<file path="config.mk">
export PLATFORM = sky130hd
export DESIGN_NAME = inductive_loop_vehicle_detector_unit
export DESIGN_NICKNAME = d
export VERILOG_FILES = /design/src/ilvd_pkg.sv /design/src/ilvd_div.sv /design/src/ilvd_dp.sv /design/src/ilvd_ctrl.sv /design/src/inductive_loop_vehicle_detector_unit.sv
export VERILOG_INCLUDE_DIRS = /design/src /design/src/src
export SDC_FILE = /design/constraint.sdc
export NUM_CORES = 1
export LEC_CHECK = 0
export BUFFER_PORTS_ARGS = -buffer_cell sky130_fd_sc_hd__buf_2
export CAP_MARGIN = 40
export CORE_UTILIZATION = 62
export CTS_CLUSTER_DIAMETER = 120
export CTS_CLUSTER_SIZE = 12
export DETAILED_ROUTE_END_ITERATION = 12
export PLACE_DENSITY_LB_ADDON = 0.25
export SLEW_MARGIN = 20
export SYNTH_ARGS = -nofsm -noshare
export SYNTH_HDL_FRONTEND = slang
export SYNTH_SLANG_ARGS = --single-unit
</file>
<file path="constraint.sdc">
create_clock -name clk -period 21 [get_ports clk]
set_input_delay 6.3 -clock clk [delete_from_list [all_inputs] [get_ports clk]]
set_output_delay 6.3 -clock clk [all_outputs]
set_load 0.03 [all_outputs]
</file>
<file path="src/assert_macros.svh">
// Assertion helpers shared by the detector modules.
// Every user has a clock named clk and an active-low reset named arst_n.
`ifndef ASSERT_MACROS_SVH
`define ASSERT_MACROS_SVH

// Same-cycle implication, switched off while reset is asserted.
`define ILVD_ASSERT_NOW(label, ante, cons, msg) \
label: assert property (@(posedge clk) disable iff (!arst_n) (ante) |-> (cons)) else $error(msg);

// Next-cycle implication, switched off while reset is asserted.
`define ILVD_ASSERT_NEXT(label, ante, cons, msg) \
label: assert property (@(posedge clk) disable iff (!arst_n) (ante) |=> (cons)) else $error(msg);

`endif

</file>
<file path="src/ilvd_pkg.sv">
package ilvd_pkg;

	localparam int NUM_LOOPS = 4;
	localparam int IDX_W     = (NUM_LOOPS > 1) ? $clog2(NUM_LOOPS) : 1;
	localparam int LOOP_W    = 2;
	localparam int CAP_W     = 16;
	localparam int DEV_W     = 31;
	localparam int PROD_W    = 30;
	localparam int MARGIN_W  = 15;
	localparam int CFG_IDX_W = 3;
	localparam int SCALE_W   = 14;

	localparam logic [SCALE_W-1:0]       DEV_SCALE       = 14'd10000;
	localparam logic signed [DEV_W-1:0]  HEALTH_LIMIT    = 31'sd5000;
	localparam logic [CAP_W-1:0]         WRAP_TOP        = 16'hFFFF;
	localparam logic [CAP_W-1:0]         CAL_RESET       = 16'd50000;
	localparam logic signed [MARGIN_W-1:0] MARGIN_UP_RESET = 15'sd300;
	localparam logic signed [MARGIN_W-1:0] MARGIN_LO_RESET = 15'sd150;

	typedef enum logic [1:0] {
		OP_CAPTURE = 2'd0,
		OP_TICK    = 2'd1,
		OP_QUERY   = 2'd2,
		OP_UNUSED  = 2'd3
	} op_t;

	typedef enum logic [CFG_IDX_W-1:0] {
		REG_ENABLE    = 3'd0,
		REG_CAL0      = 3'd1,
		REG_CAL1      = 3'd2,
		REG_CAL2      = 3'd3,
		REG_CAL3      = 3'd4,
		REG_MARGIN_UP = 3'd5,
		REG_MARGIN_LO = 3'd6
	} reg_idx_t;

	typedef enum logic [2:0] {
		ST_IDLE,
		ST_EXEC,
		ST_MUL,
		ST_DSTART,
		ST_DIV,
		ST_WB
	} state_t;

	typedef struct packed {
		logic accept;
		logic do_capture;
		logic do_query;
		logic do_tick;
		logic do_mul;
		logic div_start;
	} cmd_t;

	typedef struct packed {
		op_t  op;
		logic eval_needed;
		logic div_busy;
		logic out_free;
	} sts_t;

	// Next enabled loop after cur in ascending order with wrap; cur itself if none.
	function automatic logic [IDX_W-1:0] scan_successor(input logic [IDX_W-1:0] cur,
			input logic [NUM_LOOPS-1:0] mask);
		logic [IDX_W-1:0] nxt;
		logic [IDX_W-1:0] cand;
		logic             found;
		int               sum;
		nxt   = cur;
		found = 1'b0;
		for (int s = 1; s < NUM_LOOPS; s++) begin
			sum = int'(cur) + s;
			if (sum >= NUM_LOOPS) begin
				sum = sum - NUM_LOOPS;
			end
			cand = IDX_W'(sum);
			if (!found && mask[cand]) begin
				nxt   = cand;
				found = 1'b1;
			end
		end
		return nxt;
	endfunction

	function automatic logic health_of(input logic en, input logic [CAP_W-1:0] per,
			input logic signed [DEV_W-1:0] dev, input logic act);
		logic ok;
		ok = 1'b1;
		if (en && per == '0) begin
			ok = 1'b0;
		end else if ((dev > HEALTH_LIMIT || dev < -HEALTH_LIMIT) && !act) begin
			ok = 1'b0;
		end
		return ok;
	endfunction

endpackage

</file>
<file path="src/ilvd_div.sv">
`include "assert_macros.svh"

module ilvd_div (
	input  logic                        clk,
	input  logic                        arst_n,
	input  logic                        start,
	input  logic [ilvd_pkg::PROD_W-1:0] dividend,
	input  logic [ilvd_pkg::CAP_W-1:0]  divisor,
	output logic                        busy,
	output logic [ilvd_pkg::PROD_W-1:0] quotient
);
	import ilvd_pkg::*;

	localparam int CNT_W = $clog2(PROD_W);

	logic              busy_q;
	logic [CNT_W-1:0]  cnt_q;
	logic [CAP_W-1:0]  rem_q;
	logic [CAP_W-1:0]  dvs_q;
	logic [PROD_W-1:0] quo_q;

	logic [CAP_W:0]    trial;
	logic              fits;
	logic [CAP_W-1:0]  rem_n;

	// Restoring division, one quotient bit per cycle.
	always_comb begin
		trial = {rem_q, quo_q[PROD_W-1]};
		fits  = (trial >= {1'b0, dvs_q});
		rem_n = fits ? CAP_W'(trial - {1'b0, dvs_q}) : trial[CAP_W-1:0];
	end

	always_ff @(posedge clk or negedge arst_n) begin
		if (!arst_n) begin
			busy_q <= 1'b0;
			cnt_q  <= '0;
		end else if (start) begin
			busy_q <= 1'b1;
			cnt_q  <= '0;
		end else if (busy_q) begin
			cnt_q <= cnt_q + 1'b1;
			if (cnt_q == CNT_W'(PROD_W - 1)) begin
				busy_q <= 1'b0;
			end
		end
	end

	always_ff @(posedge clk) begin
		if (start) begin
			rem_q <= '0;
			dvs_q <= divisor;
			quo_q <= dividend;
		end else if (busy_q) begin
			rem_q <= rem_n;
			quo_q <= {quo_q[PROD_W-2:0], fits};
		end
	end

	assign busy     = busy_q;
	assign quotient = quo_q;

	`ILVD_ASSERT_NEXT(a_div_starts, start, busy_q, "divider did not start")
	`ILVD_ASSERT_NEXT(a_div_ends, busy_q && !start && cnt_q == CNT_W'(PROD_W - 1), !busy_q, "divider overran")

endmodule

</file>
<file path="src/ilvd_dp.sv">
`include "assert_macros.svh"

module ilvd_dp (
	input  logic                                 clk,
	input  logic                                 arst_n,
	input  logic                                 cfg_we,
	input  logic [ilvd_pkg::CFG_IDX_W-1:0]       cfg_index,
	input  logic [ilvd_pkg::CAP_W-1:0]           cfg_data,
	input  logic [1:0]                           op,
	input  logic [ilvd_pkg::CAP_W-1:0]           timer_count,
	input  logic [ilvd_pkg::LOOP_W-1:0]          loop_index,
	input  logic                                 out_stall,
	input  ilvd_pkg::cmd_t                       cmd,
	output ilvd_pkg::sts_t                       sts,
	output logic                                 out_valid,
	output logic [ilvd_pkg::LOOP_W-1:0]          result_loop,
	output logic [ilvd_pkg::LOOP_W-1:0]          selected_loop,
	output logic [ilvd_pkg::CAP_W-1:0]           period,
	output logic signed [ilvd_pkg::DEV_W-1:0]    deviation,
	output logic                                 active,
	output logic                                 healthy
);
	import ilvd_pkg::*;

	// Configuration registers.
	logic [NUM_LOOPS-1:0]        en_q;
	logic [CAP_W-1:0]            cal_q [NUM_LOOPS];
	logic signed [MARGIN_W-1:0]  margin_up_q;
	logic signed [MARGIN_W-1:0]  margin_lo_q;

	// Loop figures and capture state.
	logic [CAP_W-1:0]            per_q [NUM_LOOPS];
	logic signed [DEV_W-1:0]     dev_q [NUM_LOOPS];
	logic [NUM_LOOPS-1:0]        act_q;
	logic [IDX_W-1:0]            cur_q;
	logic [1:0]                  cnt_q;
	logic [CAP_W-1:0]            first_q;
	logic [CAP_W-1:0]            second_q;

	// Item held while it is worked on.
	op_t                         op_q;
	logic [CAP_W-1:0]            capv_q;
	logic [LOOP_W-1:0]           qidx_q;

	// Deviation arithmetic.
	logic [PROD_W-1:0]           prod_q;
	logic                        neg_q;
	logic                        div_busy;
	logic [PROD_W-1:0]           quo;

	// Result register.
	logic                        out_valid_q;
	logic [LOOP_W-1:0]           res_loop_q;
	logic [LOOP_W-1:0]           sel_q;
	logic [CAP_W-1:0]            res_per_q;
	logic signed [DEV_W-1:0]     res_dev_q;
	logic                        res_act_q;
	logic                        res_hlt_q;

	logic [IDX_W-1:0]            rd_idx;
	logic                        rd_ok;
	logic [CAP_W-1:0]            rd_per;
	logic signed [DEV_W-1:0]     rd_dev;
	logic                        rd_act;
	logic                        rd_en;
	logic [CAP_W-1:0]            rd_cal;
	logic                        eval;
	logic [CAP_W-1:0]            cap_per;
	logic [CAP_W-1:0]            mag;
	logic [DEV_W-1:0]            dev_mag;
	logic signed [DEV_W-1:0]     new_dev;
	logic                        new_act;
	logic signed [DEV_W-1:0]     tick_dev;
	logic                        tick_act;
	logic [IDX_W-1:0]            nxt;
	logic [CAP_W-1:0]            res_per;
	logic signed [DEV_W-1:0]     res_dev;
	logic                        res_act;
	logic                        res_hlt;
	logic                        load_out;
	logic [NUM_LOOPS-1:0]        cur_onehot;
	logic                        tick_moves;

	always_comb begin
		rd_idx = (op_q == OP_QUERY) ? qidx_q[IDX_W-1:0] : cur_q;
		rd_ok  = (op_q != OP_QUERY) || (int'(qidx_q) < NUM_LOOPS);
		rd_per = per_q[rd_idx];
		rd_dev = dev_q[rd_idx];
		rd_act = act_q[rd_idx];
		rd_en  = en_q[rd_idx];
		rd_cal = cal_q[rd_idx];
		eval   = rd_en && rd_per != '0 && rd_cal != '0;

		cap_per = (second_q > first_q) ? CAP_W'(second_q - first_q)
			: CAP_W'(WRAP_TOP - first_q + second_q);
		mag = (rd_per > rd_cal) ? CAP_W'(rd_per - rd_cal) : CAP_W'(rd_cal - rd_per);

		dev_mag = {1'b0, quo};
		new_dev = neg_q ? -dev_mag : dev_mag;
		new_act = rd_act;
		if (!rd_act && new_dev > DEV_W'(margin_up_q)) begin
			new_act = 1'b1;
		end else if (rd_act && new_dev < DEV_W'(margin_lo_q)) begin
			new_act = 1'b0;
		end

		tick_dev = rd_dev;
		tick_act = rd_act;
		if (rd_en) begin
			if (eval) begin
				tick_dev = new_dev;
				tick_act = new_act;
			end else begin
				tick_dev = '0;
			end
		end
		nxt = scan_successor(cur_q, en_q);

		res_per = rd_per;
		res_dev = rd_dev;
		res_act = rd_act;
		if (cmd.do_capture && cnt_q >= 2'd2) begin
			res_per = cap_per;
		end
		if (cmd.do_tick) begin
			res_dev = tick_dev;
			res_act = tick_act;
		end
		res_hlt = health_of(rd_en, res_per, res_dev, res_act);
		if (!rd_ok) begin
			res_per = '0;
			res_dev = '0;
			res_act = 1'b0;
			res_hlt = 1'b0;
		end
		load_out   = cmd.do_capture || cmd.do_query || cmd.do_tick;
		cur_onehot = NUM_LOOPS'(1) << cur_q;
		tick_moves = cmd.do_tick && !cfg_we && |(en_q & ~cur_onehot);
	end

	always_ff @(posedge clk or negedge arst_n) begin
		if (!arst_n) begin
			en_q        <= '1;
			margin_up_q <= MARGIN_UP_RESET;
			margin_lo_q <= MARGIN_LO_RESET;
			act_q       <= '0;
			cur_q       <= '0;
			cnt_q       <= '0;
			first_q     <= '0;
			second_q    <= '0;
			for (int k = 0; k < NUM_LOOPS; k++) begin
				cal_q[k] <= CAL_RESET;
				per_q[k] <= '0;
				dev_q[k] <= '0;
			end
		end else begin
			if (cfg_we) begin
				unique case (cfg_index)
					REG_ENABLE:    en_q        <= cfg_data[NUM_LOOPS-1:0];
					REG_MARGIN_UP: margin_up_q <= cfg_data[MARGIN_W-1:0];
					REG_MARGIN_LO: margin_lo_q <= cfg_data[MARGIN_W-1:0];
					default:       ;
				endcase
				for (int k = 0; k < NUM_LOOPS; k++) begin
					if (cfg_index == CFG_IDX_W'(int'(REG_CAL0) + k)) begin
						cal_q[k] <= cfg_data;
					end
				end
			end
			if (cmd.do_capture) begin
				case (cnt_q)
					2'd0: begin
						first_q <= capv_q;
						cnt_q   <= 2'd1;
					end
					2'd1: begin
						second_q <= capv_q;
						cnt_q    <= 2'd2;
					end
					default: begin
						cnt_q         <= 2'd3;
						per_q[cur_q]  <= cap_per;
					end
				endcase
			end
			if (cmd.do_tick) begin
				dev_q[cur_q] <= tick_dev;
				act_q[cur_q] <= tick_act;
				cur_q        <= nxt;
				cnt_q        <= '0;
			end
		end
	end

	always_ff @(posedge clk) begin
		if (cmd.accept) begin
			op_q   <= op_t'(op);
			capv_q <= timer_count;
			qidx_q <= loop_index;
		end
		if (cmd.do_mul) begin
			neg_q  <= (rd_per > rd_cal);
			prod_q <= PROD_W'(mag) * PROD_W'(DEV_SCALE);
		end
	end

	ilvd_div u_div (
		.clk      (clk),
		.arst_n   (arst_n),
		.start    (cmd.div_start),
		.dividend (prod_q),
		.divisor  (rd_cal),
		.busy     (div_busy),
		.quotient (quo)
	);

	always_ff @(posedge clk or negedge arst_n) begin
		if (!arst_n) begin
			out_valid_q <= 1'b0;
		end else if (load_out) begin
			out_valid_q <= 1'b1;
		end else if (!out_stall) begin
			out_valid_q <= 1'b0;
		end
	end

	always_ff @(posedge clk) begin
		if (load_out) begin
			res_loop_q <= (op_q == OP_QUERY) ? qidx_q : LOOP_W'(cur_q);
			sel_q      <= cmd.do_tick ? LOOP_W'(nxt) : LOOP_W'(cur_q);
			res_per_q  <= res_per;
			res_dev_q  <= res_dev;
			res_act_q  <= res_act;
			res_hlt_q  <= res_hlt;
		end
	end

	always_comb begin
		sts.op          = op_q;
		sts.eval_needed = eval;
		sts.div_busy    = div_busy;
		sts.out_free    = !out_valid_q || !out_stall;
	end

	assign out_valid     = out_valid_q;
	assign result_loop   = res_loop_q;
	assign selected_loop = sel_q;
	assign period        = res_per_q;
	assign deviation     = res_dev_q;
	assign active        = res_act_q;
	assign healthy       = res_hlt_q;

	`ILVD_ASSERT_NEXT(a_next_enabled, tick_moves, en_q[cur_q], "scan moved to a disabled loop")

endmodule

</file>
<file path="src/ilvd_ctrl.sv">
`include "assert_macros.svh"

module ilvd_ctrl (
	input  logic           clk,
	input  logic           arst_n,
	input  logic           in_valid,
	output logic           in_stall,
	input  ilvd_pkg::sts_t sts,
	output ilvd_pkg::cmd_t cmd
);
	import ilvd_pkg::*;

	state_t state_q;
	state_t state_n;

	always_ff @(posedge clk or negedge arst_n) begin
		if (!arst_n) begin
			state_q <= ST_IDLE;
		end else begin
			state_q <= state_n;
		end
	end

	always_comb begin
		state_n = state_q;
		unique case (state_q)
			ST_IDLE: begin
				if (in_valid) begin
					state_n = ST_EXEC;
				end
			end
			ST_EXEC: begin
				unique case (sts.op)
					OP_CAPTURE, OP_QUERY: begin
						if (sts.out_free) begin
							state_n = ST_IDLE;
						end
					end
					OP_TICK: begin
						if (sts.eval_needed) begin
							state_n = ST_MUL;
						end else if (sts.out_free) begin
							state_n = ST_IDLE;
						end
					end
					OP_UNUSED: state_n = ST_IDLE;
				endcase
			end
			ST_MUL:    state_n = ST_DSTART;
			ST_DSTART: state_n = ST_DIV;
			ST_DIV: begin
				if (!sts.div_busy) begin
					state_n = ST_WB;
				end
			end
			ST_WB: begin
				if (sts.out_free) begin
					state_n = ST_IDLE;
				end
			end
			default: state_n = ST_IDLE;
		endcase
	end

	always_comb begin
		cmd      = '0;
		in_stall = (state_q != ST_IDLE);
		unique case (state_q)
			ST_IDLE: cmd.accept = in_valid;
			ST_EXEC: begin
				unique case (sts.op)
					OP_CAPTURE: cmd.do_capture = sts.out_free;
					OP_QUERY:   cmd.do_query   = sts.out_free;
					OP_TICK:    cmd.do_tick    = !sts.eval_needed && sts.out_free;
					OP_UNUSED:  ;
				endcase
			end
			ST_MUL:    cmd.do_mul    = 1'b1;
			ST_DSTART: cmd.div_start = 1'b1;
			ST_DIV:    ;
			ST_WB:     cmd.do_tick   = sts.out_free;
			default:   ;
		endcase
	end

	`ILVD_ASSERT_NOW(a_load_needs_room, cmd.do_capture || cmd.do_query || cmd.do_tick, sts.out_free, "result loaded over a waiting result")
	`ILVD_ASSERT_NOW(a_div_in_div_state, sts.div_busy, state_q == ST_DIV, "divider running outside its state")

endmodule

</file>
<file path="src/inductive_loop_vehicle_detector_unit.sv">
// Channel   Direction  Handshake            Payload
// input     in         in_valid / in_stall  op, timer_count, loop_index
// result    out        out_valid/out_stall  result_loop, selected_loop, period,
//                                           deviation, active, healthy
// config    in         cfg_we               cfg_index, cfg_data
//
// A capture, a status query or an unused op code is finished in the execute state,
// as is a tick on a disabled loop or on one with a zero period or calibration. A
// tick that evaluates a loop goes on through the multiply, divider start, divide
// and write-back states; the divider produces one quotient bit per cycle.
// The asynchronous reset restores the configuration, loop figures and control state.
// A stalled result waits in the output register; the next item is still taken in
// and is finished as soon as that register drains.
module inductive_loop_vehicle_detector_unit (
	input  logic                                 clk,
	input  logic                                 arst_n,
	input  logic                                 cfg_we,
	input  logic [ilvd_pkg::CFG_IDX_W-1:0]       cfg_index,
	input  logic [ilvd_pkg::CAP_W-1:0]           cfg_data,
	input  logic                                 in_valid,
	output logic                                 in_stall,
	input  logic [1:0]                           op,
	input  logic [ilvd_pkg::CAP_W-1:0]           timer_count,
	input  logic [ilvd_pkg::LOOP_W-1:0]          loop_index,
	output logic                                 out_valid,
	input  logic                                 out_stall,
	output logic [ilvd_pkg::LOOP_W-1:0]          result_loop,
	output logic [ilvd_pkg::LOOP_W-1:0]          selected_loop,
	output logic [ilvd_pkg::CAP_W-1:0]           period,
	output logic signed [ilvd_pkg::DEV_W-1:0]    deviation,
	output logic                                 active,
	output logic                                 healthy
);
	import ilvd_pkg::*;

	// Commands run from the sequencer to the datapath; status comes back.
	cmd_t cmd;
	sts_t sts;

	// The sequencer takes one item at a time, steps it through the capture,
	// query or tick work and releases the input once the result is loaded or the op is unused.
	ilvd_ctrl u_ctrl (
		.clk      (clk),
		.arst_n   (arst_n),
		.in_valid (in_valid),
		.in_stall (in_stall),
		.sts      (sts),
		.cmd      (cmd)
	);

	// The datapath holds the registers, the per-loop figures, the scaling
	// multiplier, the serial divider and the result register.
	ilvd_dp u_dp (
		.clk           (clk),
		.arst_n        (arst_n),
		.cfg_we        (cfg_we),
		.cfg_index     (cfg_index),
		.cfg_data      (cfg_data),
		.op            (op),
		.timer_count   (timer_count),
		.loop_index    (loop_index),
		.out_stall     (out_stall),
		.cmd           (cmd),
		.sts           (sts),
		.out_valid     (out_valid),
		.result_loop   (result_loop),
		.selected_loop (selected_loop),
		.period        (period),
		.deviation     (deviation),
		.active        (active),
		.healthy       (healthy)
	);

endmodule
</file>
-- After elaboration in Yosys (flattened, before gate mapping)
Cells that the tools add are included.
- $add $sub $neg: 14
- $mul: 1
- order comparisons: 20
- equal/unequal tests: 19
- muxes and demuxes: 78
- bitwise gates (word level): 3
- reduce and logical (&&, ||, !) cells: 46
- operators by type and width (operator ; number):
    two-way mux 31 bit ; 7
    two-way mux 16 bit ; 9
    bitwise mux 124 bit ; 1
    binary-select mux 16 bit (select 2 bit) ; 2
    bitwise mux 64 bit ; 1
    subtractor 16 bit ; 4
    binary-select mux 31 bit (select 2 bit) ; 1
    demux 31 bit (select 2 bit) ; 1
    two-way mux 30 bit ; 2
    demux 16 bit (select 2 bit) ; 1
    greater-than comparator 16 bit ; 2
    nonzero test 16 bit ; 2
    greater-than comparator 31 x 14 -> 1 bit (second input constant) ; 1
    greater-than comparator 31 x 15 -> 1 bit ; 1
    < comparator 31 x 14 -> 1 bit (second input constant) ; 1
    < comparator 31 x 15 -> 1 bit ; 1
    negator 30 -> 31 bit ; 1
    multiplier 16 x 10 -> 26 bit (second input constant) ; 1
    two-way mux 1 bit ; 25
    two-way mux 2 bit ; 11
    AND reduction 2 bit ; 11
    one-hot mux 3 bit (6 select lines) ; 1
    >= comparator 17 x 16 -> 1 bit ; 1
    adder 16 bit ; 1
    37 further kinds ; 92
- register bits after elaboration: 498
- bits of input ports: 44
- output and inout port bits: 55
- logic and storage cells: 220

-- Longest topological paths before layout
Gate-level depths: netlist of run 1.
- word-level depth: 18
- mapped depth: 44
- mapped depth without buffers: 36

-- Cells and area by module
A second synthesis of run 1 with hierarchy kept.
- cells, all modules: 2770
- area, all modules: 29343.1 µm²
- modules (own cells, without submodules) (module ; instances ; cells each ; area each (µm²) ; seq. area each (µm²)):
    ilvd_dp ; 1 ; 2440 ; 25562.0 ; 11230.8
    ilvd_div ; 1 ; 302 ; 3532.1 ; 1851.8
    ilvd_ctrl ; 1 ; 28 ; 249.0 ; 75.1

-- Worst setup path before layout of run 1
No wires, ideal clock.
- path type: input to register
- start: input out_stall
- end: register u_dp.res_act_q, in the netlist u_dp.active (enable)
- setup time: 0.613 ns
- data arrival time: 11.968 ns
- data required time: 20.387 ns
- setup slack: 8.419 ns
- stages: 2
- buffers on the path: 0
- cell sequence: a21bo_2 -> o41ai_1
- cells in the longest elaborated chain, start to end: 6
- RTL lines (element ; line ; source):
    from (decl) ; inductive_loop_vehicle_detector_unit.sv:26 ; input logic out_stall,
    zero test 1 bit (*) ; -- ;
    logical OR 1 bit (*) ; ilvd_dp.sv:242 ; sts.out_free = !out_valid_q || !out_stall;
    logical AND 1 bit / two-way mux 1 bit (equally long branches) ; ilvd_ctrl.sv:74, ilvd_ctrl.sv:71 ;
    two-way mux 1 bit / two-way mux 2 bit (equally long branches) ; ilvd_ctrl.sv:71, ilvd_ctrl.sv:68 ;
    one-hot mux 1 bit (2 select lines) / logical OR 1 bit (equally long branches) ; ilvd_ctrl.sv:68, ilvd_dp.sv:136 ;
    logical OR 1 bit (*) ; ilvd_dp.sv:136 ; load_out = cmd.do_capture || cmd.do_query || cmd.do_tick;
    via u_dp.load_out ; ilvd_dp.sv:80 ; logic load_out;
    to (signal assigned) ; ilvd_dp.sv:233 ; res_act_q <= res_act;
    to (decl) ; ilvd_dp.sv:57 ; logic res_act_q;
The timed path passes the listed nets; every way through them passes the cells marked *.
A chain may end at the register's enable or synchronous reset.

-- Worst setup path after layout of run 1
- start: register u_dp.op_q[0]
- end: register u_dp.prod_q[28], data pin
- cells in the longest elaborated chain, start to end: 9
- RTL lines (element ; line ; source):
    from (decl) ; ilvd_dp.sv:41 ; op_t op_q;
    from (signal assigned) ; ilvd_dp.sv:197 ; op_q <= op_t'(op);
    == test 2 bit (*) ; ilvd_dp.sv:85 ; rd_idx = (op_q == OP_QUERY) ? qidx_q[IDX_W-1:0] : cur_q;
    two-way mux 2 bit (*) ; ilvd_dp.sv:85 ;
    NOT 2 -> 3 bit (not written as such) (*) ; ilvd_dp.sv:87, ilvd_dp.sv:91 ;
    binary-select mux 16 bit (select 2 bit), on equally long branches ; ilvd_dp.sv:91, ilvd_dp.sv:87 ;
    two-way mux 16 bit, on equally long branches (2 in a row) ; ilvd_dp.sv:91, ilvd_dp.sv:87 ;
    subtractor 16 bit / greater-than comparator 16 bit (equally long branches) ; ilvd_dp.sv:96 ; mag = (rd_per > rd_cal) ? CAP_W'(rd_per - rd_cal) : CAP_W'(rd_cal - rd_per);
    two-way mux 16 bit (*) ; ilvd_dp.sv:96 ;
    multiplier 16 x 10 -> 26 bit (*) ; ilvd_dp.sv:203 ; prod_q <= PROD_W'(mag) * PROD_W'(DEV_SCALE);
    to (signal assigned) ; ilvd_dp.sv:203 ;
    to (decl) ; ilvd_dp.sv:46 ; logic [PROD_W-1:0] prod_q;
Every way passes the cells marked *; elsewhere a longest branch is shown, timed or not. The select of a mux whose other input is x is not followed.

==> results of run 1 <==
-- per-layer routing --
layer / share of wire (%) / wire length (um)
met2: 47 / 37100
met1: 42 / 32600
met4: 4.3 / 3390
met5: 0 / 0
met3: 6.8 / 5340
-- registers in the layout, indices dropped and copies added (netlist names), 3 cells and up --
name and cells:
u_dp.dev_q 124, u_dp.cal_q 64, u_dp.per_q 64, u_dp.deviation 31, u_dp.u_div.quotient 30, u_dp.prod_q 26
u_dp.capv_q 16, u_dp.first_q 16, u_dp.period 16, u_dp.second_q 16, u_dp.u_div.dvs_q 16, u_dp.u_div.rem_q 16
u_dp.margin_lo_q 15, u_dp.margin_up_q 15, u_dp.u_div.cnt_q 5, u_dp.act_q 4, u_dp.en_q 4, u_ctrl.state_q 3
-- final cells by class --
cell class | instances | area share [%]
well taps | 607 | 2.34
diodes | 3 | 0.0231
inverters | 234 | 2.71
clock buffers | 82 | 4.09
flip-flops and latches | 498 | 40.5
clock inverters | 3 | 0.104
multi-input cells | 1883 | 47.2
repair buffers | 143 | 3.02
-- cells in the mapped netlist, types with 50 or more instances --
cell and n:
sky130_fd_sc_hd__mux2_2 222, sky130_fd_sc_hd__edfxtp_1 146, sky130_fd_sc_hd__a21o_1 50, sky130_fd_sc_hd__o21ai_0 213, sky130_fd_sc_hd__a21oi_1 92, sky130_fd_sc_hd__clkbuf_1 95, sky130_fd_sc_hd__inv_1 231, sky130_fd_sc_hd__nand2_1 319
sky130_fd_sc_hd__nor2_1 95, sky130_fd_sc_hd__ha_1 202, sky130_fd_sc_hd__xnor2_1 62, sky130_fd_sc_hd__dfrtp_1 300, sky130_fd_sc_hd__mux4_2 64
-- path summary, 6_finish.rpt --
| check | startpoint | end | slack, ns |
|---|---|---|---|
| worst max register to register | u_dp.op_q[0]$_DFFE_PP_ | u_dp.prod_q[28]$_DFFE_PP_ | 10.68 |
| worst max-delay path | u_dp.op_q[0]$_DFFE_PP_ | u_dp.prod_q[28]$_DFFE_PP_ | 10.68 |
| worst min register to register | u_dp.dev_q[112]$_DFFE_PN0P_ | u_dp.dev_q[112]$_DFFE_PN0P_ | 0.48 |
| worst min-delay path | u_dp.dev_q[112]$_DFFE_PN0P_ | u_dp.dev_q[112]$_DFFE_PN0P_ | 0.48 |
| min in group asynchronous | arst_n | u_dp.dev_q[92]$_DFFE_PN0P_ | 5.78 |
| max in group asynchronous | arst_n | u_dp.en_q[2]$_DFFE_PN1P_ | 13.13 |
-- logic make-up (layout without fill, tap and decap cells) --
group	count (synthesis)	in the layout	synth area share (%)
flip-flops	498	498	44.2
multiplexers	329	329	14.8
adder cells (fa/ha/maj)	240	240	11.0
other	0	3	0
buffers and inverters	354	462	4.59
AND/OR/NAND/NOR	642	642	10.1
AO/OA/AOI/OAI	583	583	12.6
XOR/XNOR	89	89	2.62
-- critical path: cells and delay by family (launching register included) --
family / cells / cell delay [ns]
adder cells (fa/ha/maj): 7 / 3.00
AO/OA/AOI/OAI: 9 / 1.88
AND/OR/NAND/NOR: 4 / 1.58
buffers and inverters: 8 / 1.47
multiplexers: 2 / 1.14
flip-flops: 1 / 0.50
XOR/XNOR: 2 / 0.44
-- through the flow --
step	instance area, um^2	util (%)	setup slack (ns)	instances	hold slack [ns]
floorplan	29800	-	8.42	2735	0.442
global placement	30800	65.6	10.49	3344	0.456
detailed placement	31000	66.1	10.77	3361	0.465
CTS	32400	69.0	10.71	3446	0.480
global route	32400	69.1	10.08	3452	0.493
finish	32400	69.1	10.68	3453	0.475
==> flow_summary.ini, run 1 <==
[grt]
wire_length_of_the_first_global_routing_pass_um = 124000
grt_pass1_vias = 22300
grt_max_degree = 122
grt_busiest_layer = met2
grt_remaining_overflow = 0
grt.met3_usage_pct = 4.89
grt.met1_usage_pct = 43.5
globalRouteMet2Util_pct = 52.8
grt_antenna_before_repair = 3
grtUsageTotal_pct = 32.5

[worst_setup_path]
timing.setup.critical_path_class = flip-flop to flip-flop
max_fo_critical_path = 24
end_kind = flip-flop
crit_path_max_incr_delay_ns = 0.77
worst_ep_arrival_time_ns = 10.66
reg2regPathDepth = 32
cp-start-kind = flip-flop
cpMostUsedCell = sky130_fd_sc_hd__inv_1
worst_path_required_ns = 21.34
cpMaxStageDelayCell = sky130_fd_sc_hd__mux4_1

[synthesis]
post_syn_area_um2 = 29800
postSynth.topFlopCell = sky130_fd_sc_hd__dfrtp_1
netlist.area_leader.share_pct = 25.2
synth_seq_area_share_pct = 44.2
synth_async_sr_flop_share_pct = 67.5
synth.lib_cells_used.distinct = 83
synthesis.nets = 3019
synthesis.instances = 2735
post_synth_edffs = 146
post_synth.cell_area_avg_um2 = 10.9
largest_area_contributor_in_the_synthesized_netlist = sky130_fd_sc_hd__dfrtp_1
yosys_register_bits = 498
yosys_warnings = 0
post_synth_main_area_contributors = sky130_fd_sc_hd__dfrtp_1, sky130_fd_sc_hd__edfxtp_1, sky130_fd_sc_hd__ha_1, sky130_fd_sc_hd__mux2_2, sky130_fd_sc_hd__mux4_2

[sta]
setup_viol = 0
timing.clock.skew_ns = 0.0258
final.min_clock_period_ns = 10.32
relSlewSlack_pct = 32.3
grt_setup_unrepaired = no
timing.final.crit_share_pct = 49.1
timing.final.max_slew_violations = 0
max_freq_ghz = 0.0969
finalSetupTns_ns = 0
worst-slew-pin-transition_ns = 1.01
timing_hold_violations_final = 0

[placed_design]
place.gp.congestion = 0.944
port-buffer-count = 98
post-dp-hpwl_um = 57400

[finish]
areaGrowthSynthToFinish_pct = 8.98
mostFrequentLayoutCells = sky130_fd_sc_hd__nand2_1, sky130_fd_sc_hd__dfrtp_1, sky130_fd_sc_hd__inv_1
drive_above_1_share_pct = 19.5
seq_area_um2 = 13200
nets = 3091
multi_input_comb_area_um2 = 15300
mostFrequentLayoutCell = sky130_fd_sc_hd__nand2_1
final.fill_count = 3417

[cts]
post-cts-setup-buffer-count = 0
hold_buffers = 0
root_buffer = sky130_fd_sc_hd__clkbuf_16
post_cts_resize_count = 0
h-tree-depth = 2
numClockSinks = 498
cts-root-to-sink-buffers = 3
tritoncts = done
cts-buffers-inserted = 47
clk_lat_worst_skew_ns = 0.61
clk_pin_slew_worst_paths_ns = 0.06

[floorplan]
die_h_um = 221
placeable_core_region_um2 = 47000
floorplan.die.width_um = 221
placement_rows = 79
floorplan.die_area_um2 = 48900
floorplan.io_pins = 99
start_util_pct = 63.4

[drt]
postRouteWirelength_um = 78400
first_pass_iters = 8
vias_per_cell = 6.41
routed_length_per_instance_um = 22.7
final_antenna_net_count = 0
drcViolationCount = 0
dr_total_vias = 22100
first_iter_violations = 1751

[status]
outcome = finished, final reports clean

[job]
maxCapViolCount = 0

[hold_path]
hold_class = flip-flop to flip-flop
min_delay_path_depth = 2
Power of run 1 is not shown: default switching activity piles up to over one toggle a cycle in this logic, so the estimate is an artifact.
==> run 2: changes to the inputs <==
==> constraint.sdc (replaced) <==
create_clock -name clk -period 10.2 [get_ports clk]
set_input_delay 3.06 -clock clk [delete_from_list [all_inputs] [get_ports clk]]
set_output_delay 3.06 -clock clk [all_outputs]
set_load 0.03 [all_outputs]
==> run 2 against run 1 <==
Clock skew is 0.0037 ns higher. Count of clock-buffer cells in the layout stayed put. Maximum frequency is 7.6% higher. Sequential share of layout area is 0.056 points lower. Cell count hardly changed. Die area stayed put. Via count is 0.47% higher. Utilization is 0.096 points higher. Critical endpoint unchanged. Largest cell class unchanged.
==> flow_summary.ini, run 2 (same netlist as run 1, synthesis figures left out) <==
[floorplan]
floorplan.io_pins = 99
floorplan.die_area_um2 = 48900
placement_rows = 79
floorplan.die.width_um = 221
die_h_um = 221
start_util_pct = 63.4
placeable_core_region_um2 = 47000

[grt]
wire_length_of_the_first_global_routing_pass_um = 124000
grtUsageTotal_pct = 32.4
grt_max_degree = 187
grt_antenna_before_repair = 7
grt_remaining_overflow = 0
grt_pass1_vias = 22100

[finish]
multi_input_comb_area_um2 = 15300
register_containing_the_most_flip_flops_in_the_final_layout = u_dp.dev_q
largest_register_ffs = 124
layout_top_registers = u_dp.dev_q: 124 flops, u_dp.cal_q: 64 flops, u_dp.per_q: 64 flops
mostFrequentLayoutCells = sky130_fd_sc_hd__nand2_1, sky130_fd_sc_hd__dfrtp_1, sky130_fd_sc_hd__inv_1
final.fill_count = 3401
stdcell_count = 3455
nets = 3094
drive_above_1_share_pct = 19.6
seq_area_um2 = 13200
final_core_utilization_pct = 69.2
areaGrowthSynthToFinish_pct = 9.14
mostFrequentLayoutCell = sky130_fd_sc_hd__nand2_1

[worst_setup_path]
cp-start-kind = flip-flop
crit_path_max_incr_delay_ns = 0.77
end_kind = flip-flop
timing.setup.critical_path_class = flip-flop to flip-flop
cpMaxStageDelayCell = sky130_fd_sc_hd__mux4_1
max_fo_critical_path = 17
worst_ep_arrival_time_ns = 9.94
worst_path_required_ns = 10.55
critical_path_buf_inv_count = 6
cpMostUsedCell = sky130_fd_sc_hd__inv_1
critPathTopFamily = adder cells

[job]
maxCapViolCount = 0

[sta]
timing.final.max_slew_violations = 0
max_freq_ghz = 0.104
final.min_clock_period_ns = 9.59
worst-slew-pin-transition_ns = 1.01
timing.final.crit_share_pct = 94.1
timing.clock.skew_ns = 0.0295
setup_viol = 0
relSlewSlack_pct = 32.6
finalSetupTns_ns = 0
grt_setup_unrepaired = no
setup_ws_ns = 0.606
timing_hold_violations_final = 0

[drt]
drcViolationCount = 0
postRouteWirelength_um = 78400
first_iter_violations = 2242
dr_total_vias = 22200
first_pass_iters = 8
final_antenna_net_count = 0
vias_per_cell = 6.44
routed_length_per_instance_um = 22.7

[placed_design]
place.gp.congestion = 0.962
dp_worst_setup_slack_ns = 0.399
placed_cells_incl_taps = 3365
port-buffer-count = 98
post-dp-hpwl_um = 57300

[cts]
root_buffer = sky130_fd_sc_hd__clkbuf_16
hold_buffers = 0
cts-root-to-sink-buffers = 3
tritoncts = done
clk_pin_slew_worst_paths_ns = 0.06
clk_lat_worst_skew_ns = 0.61
cts-buffers-inserted = 47
h-tree-depth = 2
numClockSinks = 498

[status]
outcome = finished, final reports clean

[hold_path]
hold_class = flip-flop to flip-flop
run 2: final cells by class:
type,instances,area share (%)
diodes,2,0.0154
clock buffers,82,4.12
clock inverters,3,0.246
inverters,234,2.71
multi-input cells,1883,47.1
flip-flops and latches,498,40.5
well taps,607,2.34
repair buffers,146,2.96
run 2: what timing repair did:
item,CTS,global route
setup buffers,0,0
endpoints found under the hold margin,0,0
gates resized for setup,0,3
setup endpoints to repair,0,2
run 2: per-stage QoR:
stage,hold WS [ns],instance area (um^2)
6_report,0.475,32500
3_3_place_gp,0.454,30800
2_1_floorplan,0.442,29800
4_1_cts,0.480,32400
3_5_place_dp,0.465,31000
5_1_grt,0.501,32500
run 2: layer usage:
layer	wire length, um	up-vias	global-route usage (%)
li1	-	10000	-
met1	32200	11000	44.1
met2	36800	1005	52.2
met3	5950	211	5.19
met4	3420	0	13.4
met5	0	-	0
run 2: worst paths after layout:
check | start | to | slack, ns | cells after the start
min reg2reg | u_dp.dev_q[15]$_DFFE_PN0P_ | u_dp.dev_q[15]$_DFFE_PN0P_ | 0.47 | 2
min in group asynchronous | arst_n | u_dp.u_div.cnt_q[2]$_DFFE_PN0P_ | 2.41 | 1
max | u_dp.op_q[0]$_DFFE_PP_ | u_dp.prod_q[28]$_DFFE_PP_ | 0.61 | 30
max reg2reg | u_dp.op_q[0]$_DFFE_PP_ | u_dp.prod_q[28]$_DFFE_PP_ | 0.61 | 30
min | u_dp.dev_q[15]$_DFFE_PN0P_ | u_dp.dev_q[15]$_DFFE_PN0P_ | 0.47 | 2
max in group asynchronous | arst_n | u_dp.cal_q[12]$_DFFE_PN0P_ | 6.17 | 2
run 2: worst register-to-register path, delay by kind of cell, from the launching register on:
| kind | cells | cell delay (ns) |
|---|---|---|
| AOI/OAI and AO/OA | 9 | 1.80 |
| xor gates and xnor gates | 2 | 0.63 |
| adders and majority gates | 7 | 3.02 |
| buffers and inverters | 6 | 0.67 |
| muxes | 2 | 1.03 |
| DFF | 1 | 0.50 |
| and+or+nand+nor | 4 | 1.70 |
Power of run 2 is left out for the same reason.
